### src/hw/rtl/dec_pkg.sv
// Shared types, codes and helpers for the data EEPROM controller.
// No dependencies; used by every module of the block.
package dec_pkg;

  localparam int ARRAY_DEPTH = 256;
  localparam int IDX_W       = $clog2(ARRAY_DEPTH);
  localparam int DUR_W       = 16;
  localparam int DUR_RESET   = 4000;

  localparam logic [7:0] UNLOCK_FIRST  = 8'h55;
  localparam logic [7:0] UNLOCK_SECOND = 8'hAA;
  localparam logic [7:0] ERASED_BYTE   = 8'hFF;

  // control register bit positions
  localparam int CTRL_RD   = 0;
  localparam int CTRL_WR   = 1;
  localparam int CTRL_WREN = 2;
  localparam int CTRL_ERR  = 3;
  localparam int CTRL_DONE = 4;

  typedef enum logic [1:0] {
    KIND_READ  = 2'd0,
    KIND_WRITE = 2'd1,
    KIND_TICK  = 2'd2
  } kind_t;

  typedef enum logic [1:0] {
    SEL_ADDR   = 2'd0,
    SEL_DATA   = 2'd1,
    SEL_CTRL   = 2'd2,
    SEL_UNLOCK = 2'd3
  } sel_t;

  typedef struct packed {
    logic [1:0] kind;
    logic [1:0] sel;
    logic [7:0] value;
  } item_t;

  typedef struct packed {
    logic [7:0] read_value;
    logic       write_finished;
  } result_t;

  typedef struct packed {
    logic             en;
    logic [IDX_W-1:0] idx;
    logic [7:0]       data;
  } store_t;

  // Address modulo ARRAY_DEPTH by compare-subtract; quotient fits in four bits
  // because the depth is at least 16.
  function automatic logic [IDX_W-1:0] array_index(input logic [7:0] a);
    logic [11:0] r;
    logic [11:0] lim;
    r = {4'd0, a};
    for (int k = 3; k >= 0; k--) begin
      lim = 12'(ARRAY_DEPTH) << k;
      if (r >= lim) begin
        r = r - lim;
      end
    end
    return r[IDX_W-1:0];
  endfunction

endpackage

### src/hw/rtl/dec_mem.sv
// Byte array with per-entry valid bits; unwritten entries read as erased.
// One write port, one read port with registered data. Uses dec_pkg.
module dec_mem (
  input  logic                      clk,
  input  logic                      rst,
  input  dec_pkg::store_t           store,
  input  logic [dec_pkg::IDX_W-1:0] rd_idx,
  output logic [7:0]                rd_data
);

  logic [7:0]                  mem [dec_pkg::ARRAY_DEPTH];
  logic [dec_pkg::ARRAY_DEPTH-1:0] valid;
  logic [7:0]                  rd_q;
  logic                        rd_vld;

  always_ff @(posedge clk) begin
    if (store.en) begin
      mem[store.idx] <= store.data;
    end
    // write-first bypass keeps the read port coherent with a same-cycle store
    if (store.en && store.idx == rd_idx) begin
      rd_q <= store.data;
    end else begin
      rd_q <= mem[rd_idx];
    end
  end

  always_ff @(posedge clk) begin
    if (rst) begin
      valid  <= '0;
      rd_vld <= 1'b0;
    end else begin
      if (store.en) begin
        valid[store.idx] <= 1'b1;
      end
      rd_vld <= valid[rd_idx] || (store.en && store.idx == rd_idx);
    end
  end

  assign rd_data = rd_vld ? rd_q : dec_pkg::ERASED_BYTE;

endmodule

### src/hw/rtl/dec_regs.sv
// Register file, unlock sequencer and write timer; one item per accepted word.
// Uses dec_pkg; reads the array through dec_mem's registered port.
module dec_regs (
  input  logic                      clk,
  input  logic                      rst,
  input  logic                      cfg_we,
  input  logic [dec_pkg::DUR_W-1:0] cfg_wdata,
  input  logic                      item_vld,
  input  dec_pkg::item_t            item,
  input  logic [7:0]                arr_byte,
  output logic [dec_pkg::IDX_W-1:0] rd_idx,
  output dec_pkg::store_t           store,
  output dec_pkg::result_t          result
);

  typedef enum logic [1:0] {
    ST_IDLE  = 2'd0,
    ST_FIRST = 2'd1,
    ST_ARMED = 2'd2
  } unlock_t;

  logic [dec_pkg::DUR_W-1:0] duration;
  logic [7:0]                address_reg, address_reg_next;
  logic [7:0]                data_reg, data_reg_next;
  logic                      wr_enable, wr_enable_next;
  logic                      busy, busy_next;
  logic                      error_flag, error_flag_next;
  logic                      done_flag, done_flag_next;
  unlock_t                   stage, stage_next;
  logic [dec_pkg::DUR_W-1:0] busy_count, busy_count_next;
  logic [dec_pkg::DUR_W-1:0] count_dec;
  logic [7:0]                pend_addr, pend_addr_next;
  logic [7:0]                pend_data, pend_data_next;
  logic [7:0]                v;

  assign v = item.value;

  always_comb begin
    address_reg_next = address_reg;
    data_reg_next    = data_reg;
    wr_enable_next   = wr_enable;
    busy_next        = busy;
    error_flag_next  = error_flag;
    done_flag_next   = done_flag;
    stage_next       = stage;
    busy_count_next  = busy_count;
    pend_addr_next   = pend_addr;
    pend_data_next   = pend_data;
    store            = '0;
    result           = '0;
    count_dec        = (busy_count != '0) ? busy_count - 1'b1 : busy_count;

    if (item_vld) begin
      unique case (item.kind)
        dec_pkg::KIND_READ: begin
          unique case (item.sel)
            dec_pkg::SEL_ADDR:   result.read_value = address_reg;
            dec_pkg::SEL_DATA:   result.read_value = data_reg;
            dec_pkg::SEL_CTRL:   result.read_value = {3'd0, done_flag, error_flag,
                                                      wr_enable, busy, 1'b0};
            dec_pkg::SEL_UNLOCK: result.read_value = '0;
            default:             result.read_value = '0;
          endcase
        end
        dec_pkg::KIND_WRITE: begin
          stage_next = ST_IDLE;
          unique case (item.sel)
            dec_pkg::SEL_ADDR: address_reg_next = v;
            dec_pkg::SEL_DATA: data_reg_next = v;
            dec_pkg::SEL_CTRL: begin
              if (v[dec_pkg::CTRL_RD]) begin
                data_reg_next = arr_byte;
              end
              wr_enable_next  = v[dec_pkg::CTRL_WREN];
              error_flag_next = v[dec_pkg::CTRL_ERR];
              done_flag_next  = v[dec_pkg::CTRL_DONE];
              if (v[dec_pkg::CTRL_WR] && !busy && v[dec_pkg::CTRL_WREN] &&
                  stage == ST_ARMED) begin
                busy_next       = 1'b1;
                busy_count_next = (duration != '0) ? duration : 16'd1;
                pend_addr_next  = address_reg;
                pend_data_next  = data_reg_next;
              end
            end
            dec_pkg::SEL_UNLOCK: begin
              if (v == dec_pkg::UNLOCK_FIRST) begin
                stage_next = ST_FIRST;
              end else if (v == dec_pkg::UNLOCK_SECOND && stage == ST_FIRST) begin
                stage_next = ST_ARMED;
              end
            end
            default: stage_next = ST_IDLE;
          endcase
        end
        dec_pkg::KIND_TICK: begin
          if (busy) begin
            busy_count_next = count_dec;
            if (count_dec == '0) begin
              store.en              = 1'b1;
              store.idx             = dec_pkg::array_index(pend_addr);
              store.data            = pend_data;
              busy_next             = 1'b0;
              done_flag_next        = 1'b1;
              result.write_finished = 1'b1;
            end
          end
        end
        default: ;
      endcase
    end
  end

  // keep the array read port pointed at the address that follows this item
  assign rd_idx = dec_pkg::array_index(address_reg_next);

  always_ff @(posedge clk) begin
    if (rst) begin
      duration    <= 16'(dec_pkg::DUR_RESET);
      address_reg <= '0;
      data_reg    <= '0;
      wr_enable   <= 1'b0;
      busy        <= 1'b0;
      error_flag  <= 1'b0;
      done_flag   <= 1'b0;
      stage       <= ST_IDLE;
      busy_count  <= '0;
      pend_addr   <= '0;
      pend_data   <= '0;
    end else begin
      if (cfg_we) begin
        duration <= cfg_wdata;
      end
      address_reg <= address_reg_next;
      data_reg    <= data_reg_next;
      wr_enable   <= wr_enable_next;
      busy        <= busy_next;
      error_flag  <= error_flag_next;
      done_flag   <= done_flag_next;
      stage       <= stage_next;
      busy_count  <= busy_count_next;
      pend_addr   <= pend_addr_next;
      pend_data   <= pend_data_next;
    end
  end

endmodule

### src/hw/rtl/data_eeprom_controller_core.sv
// Top level of the data EEPROM controller: stream ports and result register.
// Depends on dec_pkg, dec_regs and dec_mem.
//
//  port group | dir | tdata            | tuser
//  s_*        | in  | write_value[7:0] | kind[1:0], register_select[3:2]
//  m_*        | out | read_value[7:0]  | write_finished[0]
//  cfg_*      | in  | write_duration_ticks[15:0], plain write strobe
//
// One word per clock: a word accepted at one edge has its result in m_* the
// next cycle. The path per word is the register update and one array access;
// array reads come from a registered port that always tracks the address
// register, so a read-bit set finds its byte without waiting.
// s_tready drops only while a result sits unclaimed in the output register.
// Reset (rst, synchronous) clears control state and the array's valid bits at
// once; the whole array then reads as erased (0xFF), no clearing pass needed.
module data_eeprom_controller_core (
  input  logic        clk,
  input  logic        rst,
  input  logic        cfg_we,
  input  logic [15:0] cfg_wdata,   // write_duration_ticks
  input  logic        s_tvalid,
  output logic        s_tready,
  input  logic [7:0]  s_tdata,     // [7:0] write_value
  input  logic [3:0]  s_tuser,     // [1:0] kind, [3:2] register_select
  output logic        m_tvalid,
  input  logic        m_tready,
  output logic [7:0]  m_tdata,     // [7:0] read_value
  output logic        m_tuser      // [0] write_finished
);

  dec_pkg::item_t                item;
  dec_pkg::result_t              result;
  dec_pkg::store_t               store;
  logic [dec_pkg::IDX_W-1:0]     rd_idx;
  logic [7:0]                    arr_byte;
  logic                          accept;

  // output slot is free, or being emptied this cycle
  assign s_tready = !m_tvalid || m_tready;
  assign accept   = s_tvalid && s_tready;

  assign item.kind  = s_tuser[1:0];
  assign item.sel   = s_tuser[3:2];
  assign item.value = s_tdata;

  dec_regs u_regs (
    .clk      (clk),
    .rst      (rst),
    .cfg_we   (cfg_we),
    .cfg_wdata(cfg_wdata),
    .item_vld (accept),
    .item     (item),
    .arr_byte (arr_byte),
    .rd_idx   (rd_idx),
    .store    (store),
    .result   (result)
  );

  dec_mem u_mem (
    .clk    (clk),
    .rst    (rst),
    .store  (store),
    .rd_idx (rd_idx),
    .rd_data(arr_byte)
  );

  // result register: payload held while the sink stalls
  always_ff @(posedge clk) begin
    if (rst) begin
      m_tvalid <= 1'b0;
    end else if (accept) begin
      m_tvalid <= 1'b1;
    end else if (m_tready) begin
      m_tvalid <= 1'b0;
    end
  end

  always_ff @(posedge clk) begin
    if (accept) begin
      m_tdata <= result.read_value;
      m_tuser <= result.write_finished;
    end
  end

endmodule

### config.mk
export PLATFORM = sky130hd
export DESIGN_NAME = data_eeprom_controller_core
export DESIGN_NICKNAME = d
export VERILOG_FILES = /design/src/hw/rtl/dec_pkg.sv /design/src/hw/rtl/dec_mem.sv /design/src/hw/rtl/dec_regs.sv /design/src/hw/rtl/data_eeprom_controller_core.sv
export SDC_FILE = /design/constraint.sdc
export NUM_CORES = 2
export LEC_CHECK = 0
export BUFFER_PORTS_ARGS = -buffer_cell sky130_fd_sc_hd__buf_2
export CAP_MARGIN = 20
export CORE_UTILIZATION = 55
export DETAILED_ROUTE_END_ITERATION = 16
export PLACE_DENSITY = 0.71
export SYNTH_ARGS = -nofsm -noshare
export SYNTH_HDL_FRONTEND = slang
export SYNTH_SLANG_ARGS = --single-unit
### constraint.sdc
create_clock -name clk -period 8 [get_ports clk]
set_clock_uncertainty 0.15 [all_clocks]
set_input_delay 1.6 -clock clk [delete_from_list [all_inputs] [get_ports clk]]
set_output_delay 1.6 -clock clk [all_outputs]
set_load 0.01 [all_outputs]
==> results.py <==
metrics = {
    "worst_setup_path": {
        "cp-start-kind": "input port",
        "crit_top_cell": "buf_4",
        "path_class": "input port to flop",
        "required_ps": 8660,
        "path_cells": "buf_2 -> inv_1 -> ha_1 -> nand3b_1 -> o31a_1 -> buf_4 -> nor2_2 -> clkinv_2 -> buf_4 -> mux2i_1 -> a222oi_1 -> a211o_1 -> nor4_1 -> or4_1 -> a21oi_1",
        "max_stage_delay_ps": 760,
        "endpoint_kind": "flop",
        "cp_top_family": "buffers and inverters",
        "arrival_ps": 6350,
        "crit_path_max_fanout": 50,
        "worst-path-buf-inv": 5,
        "crit_slowest_cell": "clkinv_2",
    },
    "synthesis": {
        "yosysSeqAreaShare_pct": 72.8,
        "synth_top_area_share_pct": 65.7,
        "synth_edf_count": 2057,
        "ys.flop_type": "edfxtp_1",
        "synth_area_leaders": "edfxtp_1, mux4_2, dfxtp_1",
        "async_reset_ff_share_pct": 0,
        "syn_nets": 5144,
        "yosys_warnings": 0,
        "syn_inst": 5106,
        "yosysTopAreaCell": "edfxtp_1",
        "synth.distinct_cells": 74,
        "synth-seq-cells": 2393,
        "postSynthAreaPerCell_um2": 18.4,
        "netlist_area_um2": 94100,
        "synth_common_cells": "edfxtp_1, mux4_2, nor2_1",
        "yosysMostFrequentCell": "edfxtp_1",
    },
    "die": {
        "die_y_um": 416,
        "rows": 151,
        "core_area_um2": 170000,
        "die_area_um2": 173000,
        "die_w_um": 416,
        "initial_core_util_pct": 55.4,
        "ios": 44,
    },
    "sta": {
        "setup_viol": 0,
        "finalWorstPathRequiredPeriod_ps": 5690,
        "finalCritPeriodShare_pct": 71.1,
        "drv_slew": 0,
        "rsz0062_at_grt": "no",
        "fmax_mhz": 176,
        "final.setup.tns_ps": 0,
        "slew_headroom_pct": 9.64,
        "final_hold_viol_count": 0,
        "tightest_slew_ps": 1360,
    },
    "clocking": {
        "clk_latency_ps": 900,
        "cts_made_buffers": 228,
        "cts.sinks": 2393,
        "cts_tree": "yes",
        "cts.path.max_buffers": 3,
        "root_buffer": "clkbuf_16",
        "cts_resized": 0,
        "htreeDepth": 4,
        "cts_setup_buffers": 0,
        "postCtsHoldBufs": 0,
        "clk_pin_slew_worst_paths_ps": 60,
    },
    "power_and_ir_drop": {
        "max-vdd-ir-drop_mv": 0.217,
        "power_switching_share_pct": 20.3,
        "combPwrFrac_pct": 1.9,
        "intPower_uw": 19800,
        "seq_power_share_pct": 53.8,
        "netSwitchingPower_uw": 5050,
        "p_clk_share_pct": 44.3,
        "leakage_uw": 0.0298,
        "p_per_area_nw_per_um2": 238,
    },
    "detailed_routing": {
        "drtPass1Iterations": 7,
        "vias_per_cell": 6.52,
        "antenna_left": 0,
        "m1WireLength_mm": 89.9,
        "highest_layer": "met4",
        "routed-via-count": 49100,
        "wl_met3_mm": 18.6,
        "wl_met2_mm": 106,
        "drt_iter0_markers": 6444,
        "wl_per_cell_um": 29.3,
        "drcViolationCount": 0,
        "totalWireLength_mm": 221,
    },
    "global_route": {
        "grt_usage_pct": 25.7,
        "grt_max_degree": 225,
        "antenna_found_initial": 5,
        "overflow": 0,
        "grt_pass1_vias": 48200,
        "grt_pass1_wl_mm": 327,
    },
    "final_layout": {
        "largest_reg_flops": 2048,
        "layout-drive-gt1-share_pct": 22.7,
        "area_growth_pct": 11.0,
        "fillCellCount": 11700,
        "reg_top3": "u_mem.mem: 2048 flops, u_mem.valid: 256 flops",
        "nets": 5156,
        "fin_cells": 7533,
        "largest-register": "u_mem.mem",
    },
    "placement": {
        "port-buffer-count": 43,
        "dp_hpwl_mm": 129,
        "dp_cells": 7100,
        "gp_congestion": 0.878,
    },
    "min_path": {
        "min_path_type": "flop to flop",
    },
    "run": {
        "drv_cap": 0,
    },
    "status": {
        "status": "finished, final reports clean",
    },
}
[routing by layer]
layer / track usage [%] / vias up
met5: 0 / -
met4: 7.42 / 0
li1: - / 20600
met3: 4.40 / 349
met1: 37.4 / 25800
met2: 40.3 / 2399
[metrics by stage]
| stage | utilization [%] | hold WS, ps | total power [uW] | instance area (um2) | setup slack, ps |
|---|---|---|---|---|---|
| floorplan | - | 279 | 14000 | 94100 | 1120 |
| global placement | 56.9 | 291 | 14100 | 96600 | 1540 |
| detailed placement | 57.0 | 298 | 14100 | 96600 | 1520 |
| CTS | 61.5 | 308 | 25000 | 104000 | 2440 |
| global route | 61.6 | 327 | 25400 | 104000 | 2050 |
| finish | 61.6 | 307 | 24900 | 104000 | 2310 |
[final cells by class]
type                       count  area [um2]  share of cell area [%]
inverter                      25        95.1                  0.0910
multi-input combinational   2340       24100                    23.1
timing repair buffer         130        1200                    1.15
tap                         2218        2780                    2.66
antenna                        2        5.00                 0.00479
sequential                  2393       68500                    65.6
clock inverter               146        1770                    1.69
clock buffer                 279        5990                    5.74
[worst min-delay path, cell delays in order, from the launching register on]
cell     delay, ps
dfxtp_1        310
nand2_1         50
a21oi_1         50
[path summary, 6_finish.rpt]
kind | from | end | slack [ps] | depth (start not counted)
worst max-delay path | s_tuser[2] | u_mem.rd_vld | 2310 | 15
worst min-delay path | u_regs.error_flag | u_regs.error_flag | 310 | 2
worst max register to register | u_regs.busy_count[0] | u_mem.mem[101][4] | 2480 | 12
worst min register to register | u_regs.error_flag | u_regs.error_flag | 310 | 2
[cell families after synthesis]
| kind of cell | Yosys count | synth area share [%] |
|---|---|---|
| flip-flops | 2393 | 72.8 |
| AO/OA/AOI/OAI | 561 | 3.60 |
| adder cells (fa/ha/maj) | 5 | 0.0665 |
| XOR/XNOR | 11 | 0.102 |
| AND/OR/NAND/NOR | 1045 | 5.39 |
| buffers and inverters | 373 | 1.65 |
| multiplexers | 718 | 16.4 |
[cells in the final DEF (no fill, tap or decap), types with 21 or more instances in the layout]
cell       count
clkinv_1      37
clkbuf_16    229
inv_1         24
mux2i_1       59
a21oi_1      300
buf_2         42
clkinv_2      51
a211oi_1      21
clkbuf_1      41
nor3_1        26
edfxtp_1    2057
buf_12        22
buf_4         58
mux4_2       656
bufinv_16     27
and3_1        51
o21ai_0       66
nand3_1       96
nand4_1       22
nor2_1       607
nand2_1      105
a211o_1       28
a31oi_1       25
dfxtp_1      332
[power groups by stage]
stage,registers [uW],logic (uW),clock network (uW)
floorplan,13600,339,0
global placement,13600,463,0
detailed placement,13600,467,0
CTS,13400,469,11100
global route,13400,502,11600
finish,13400,474,11000
(Power assumes the default switching activity.)
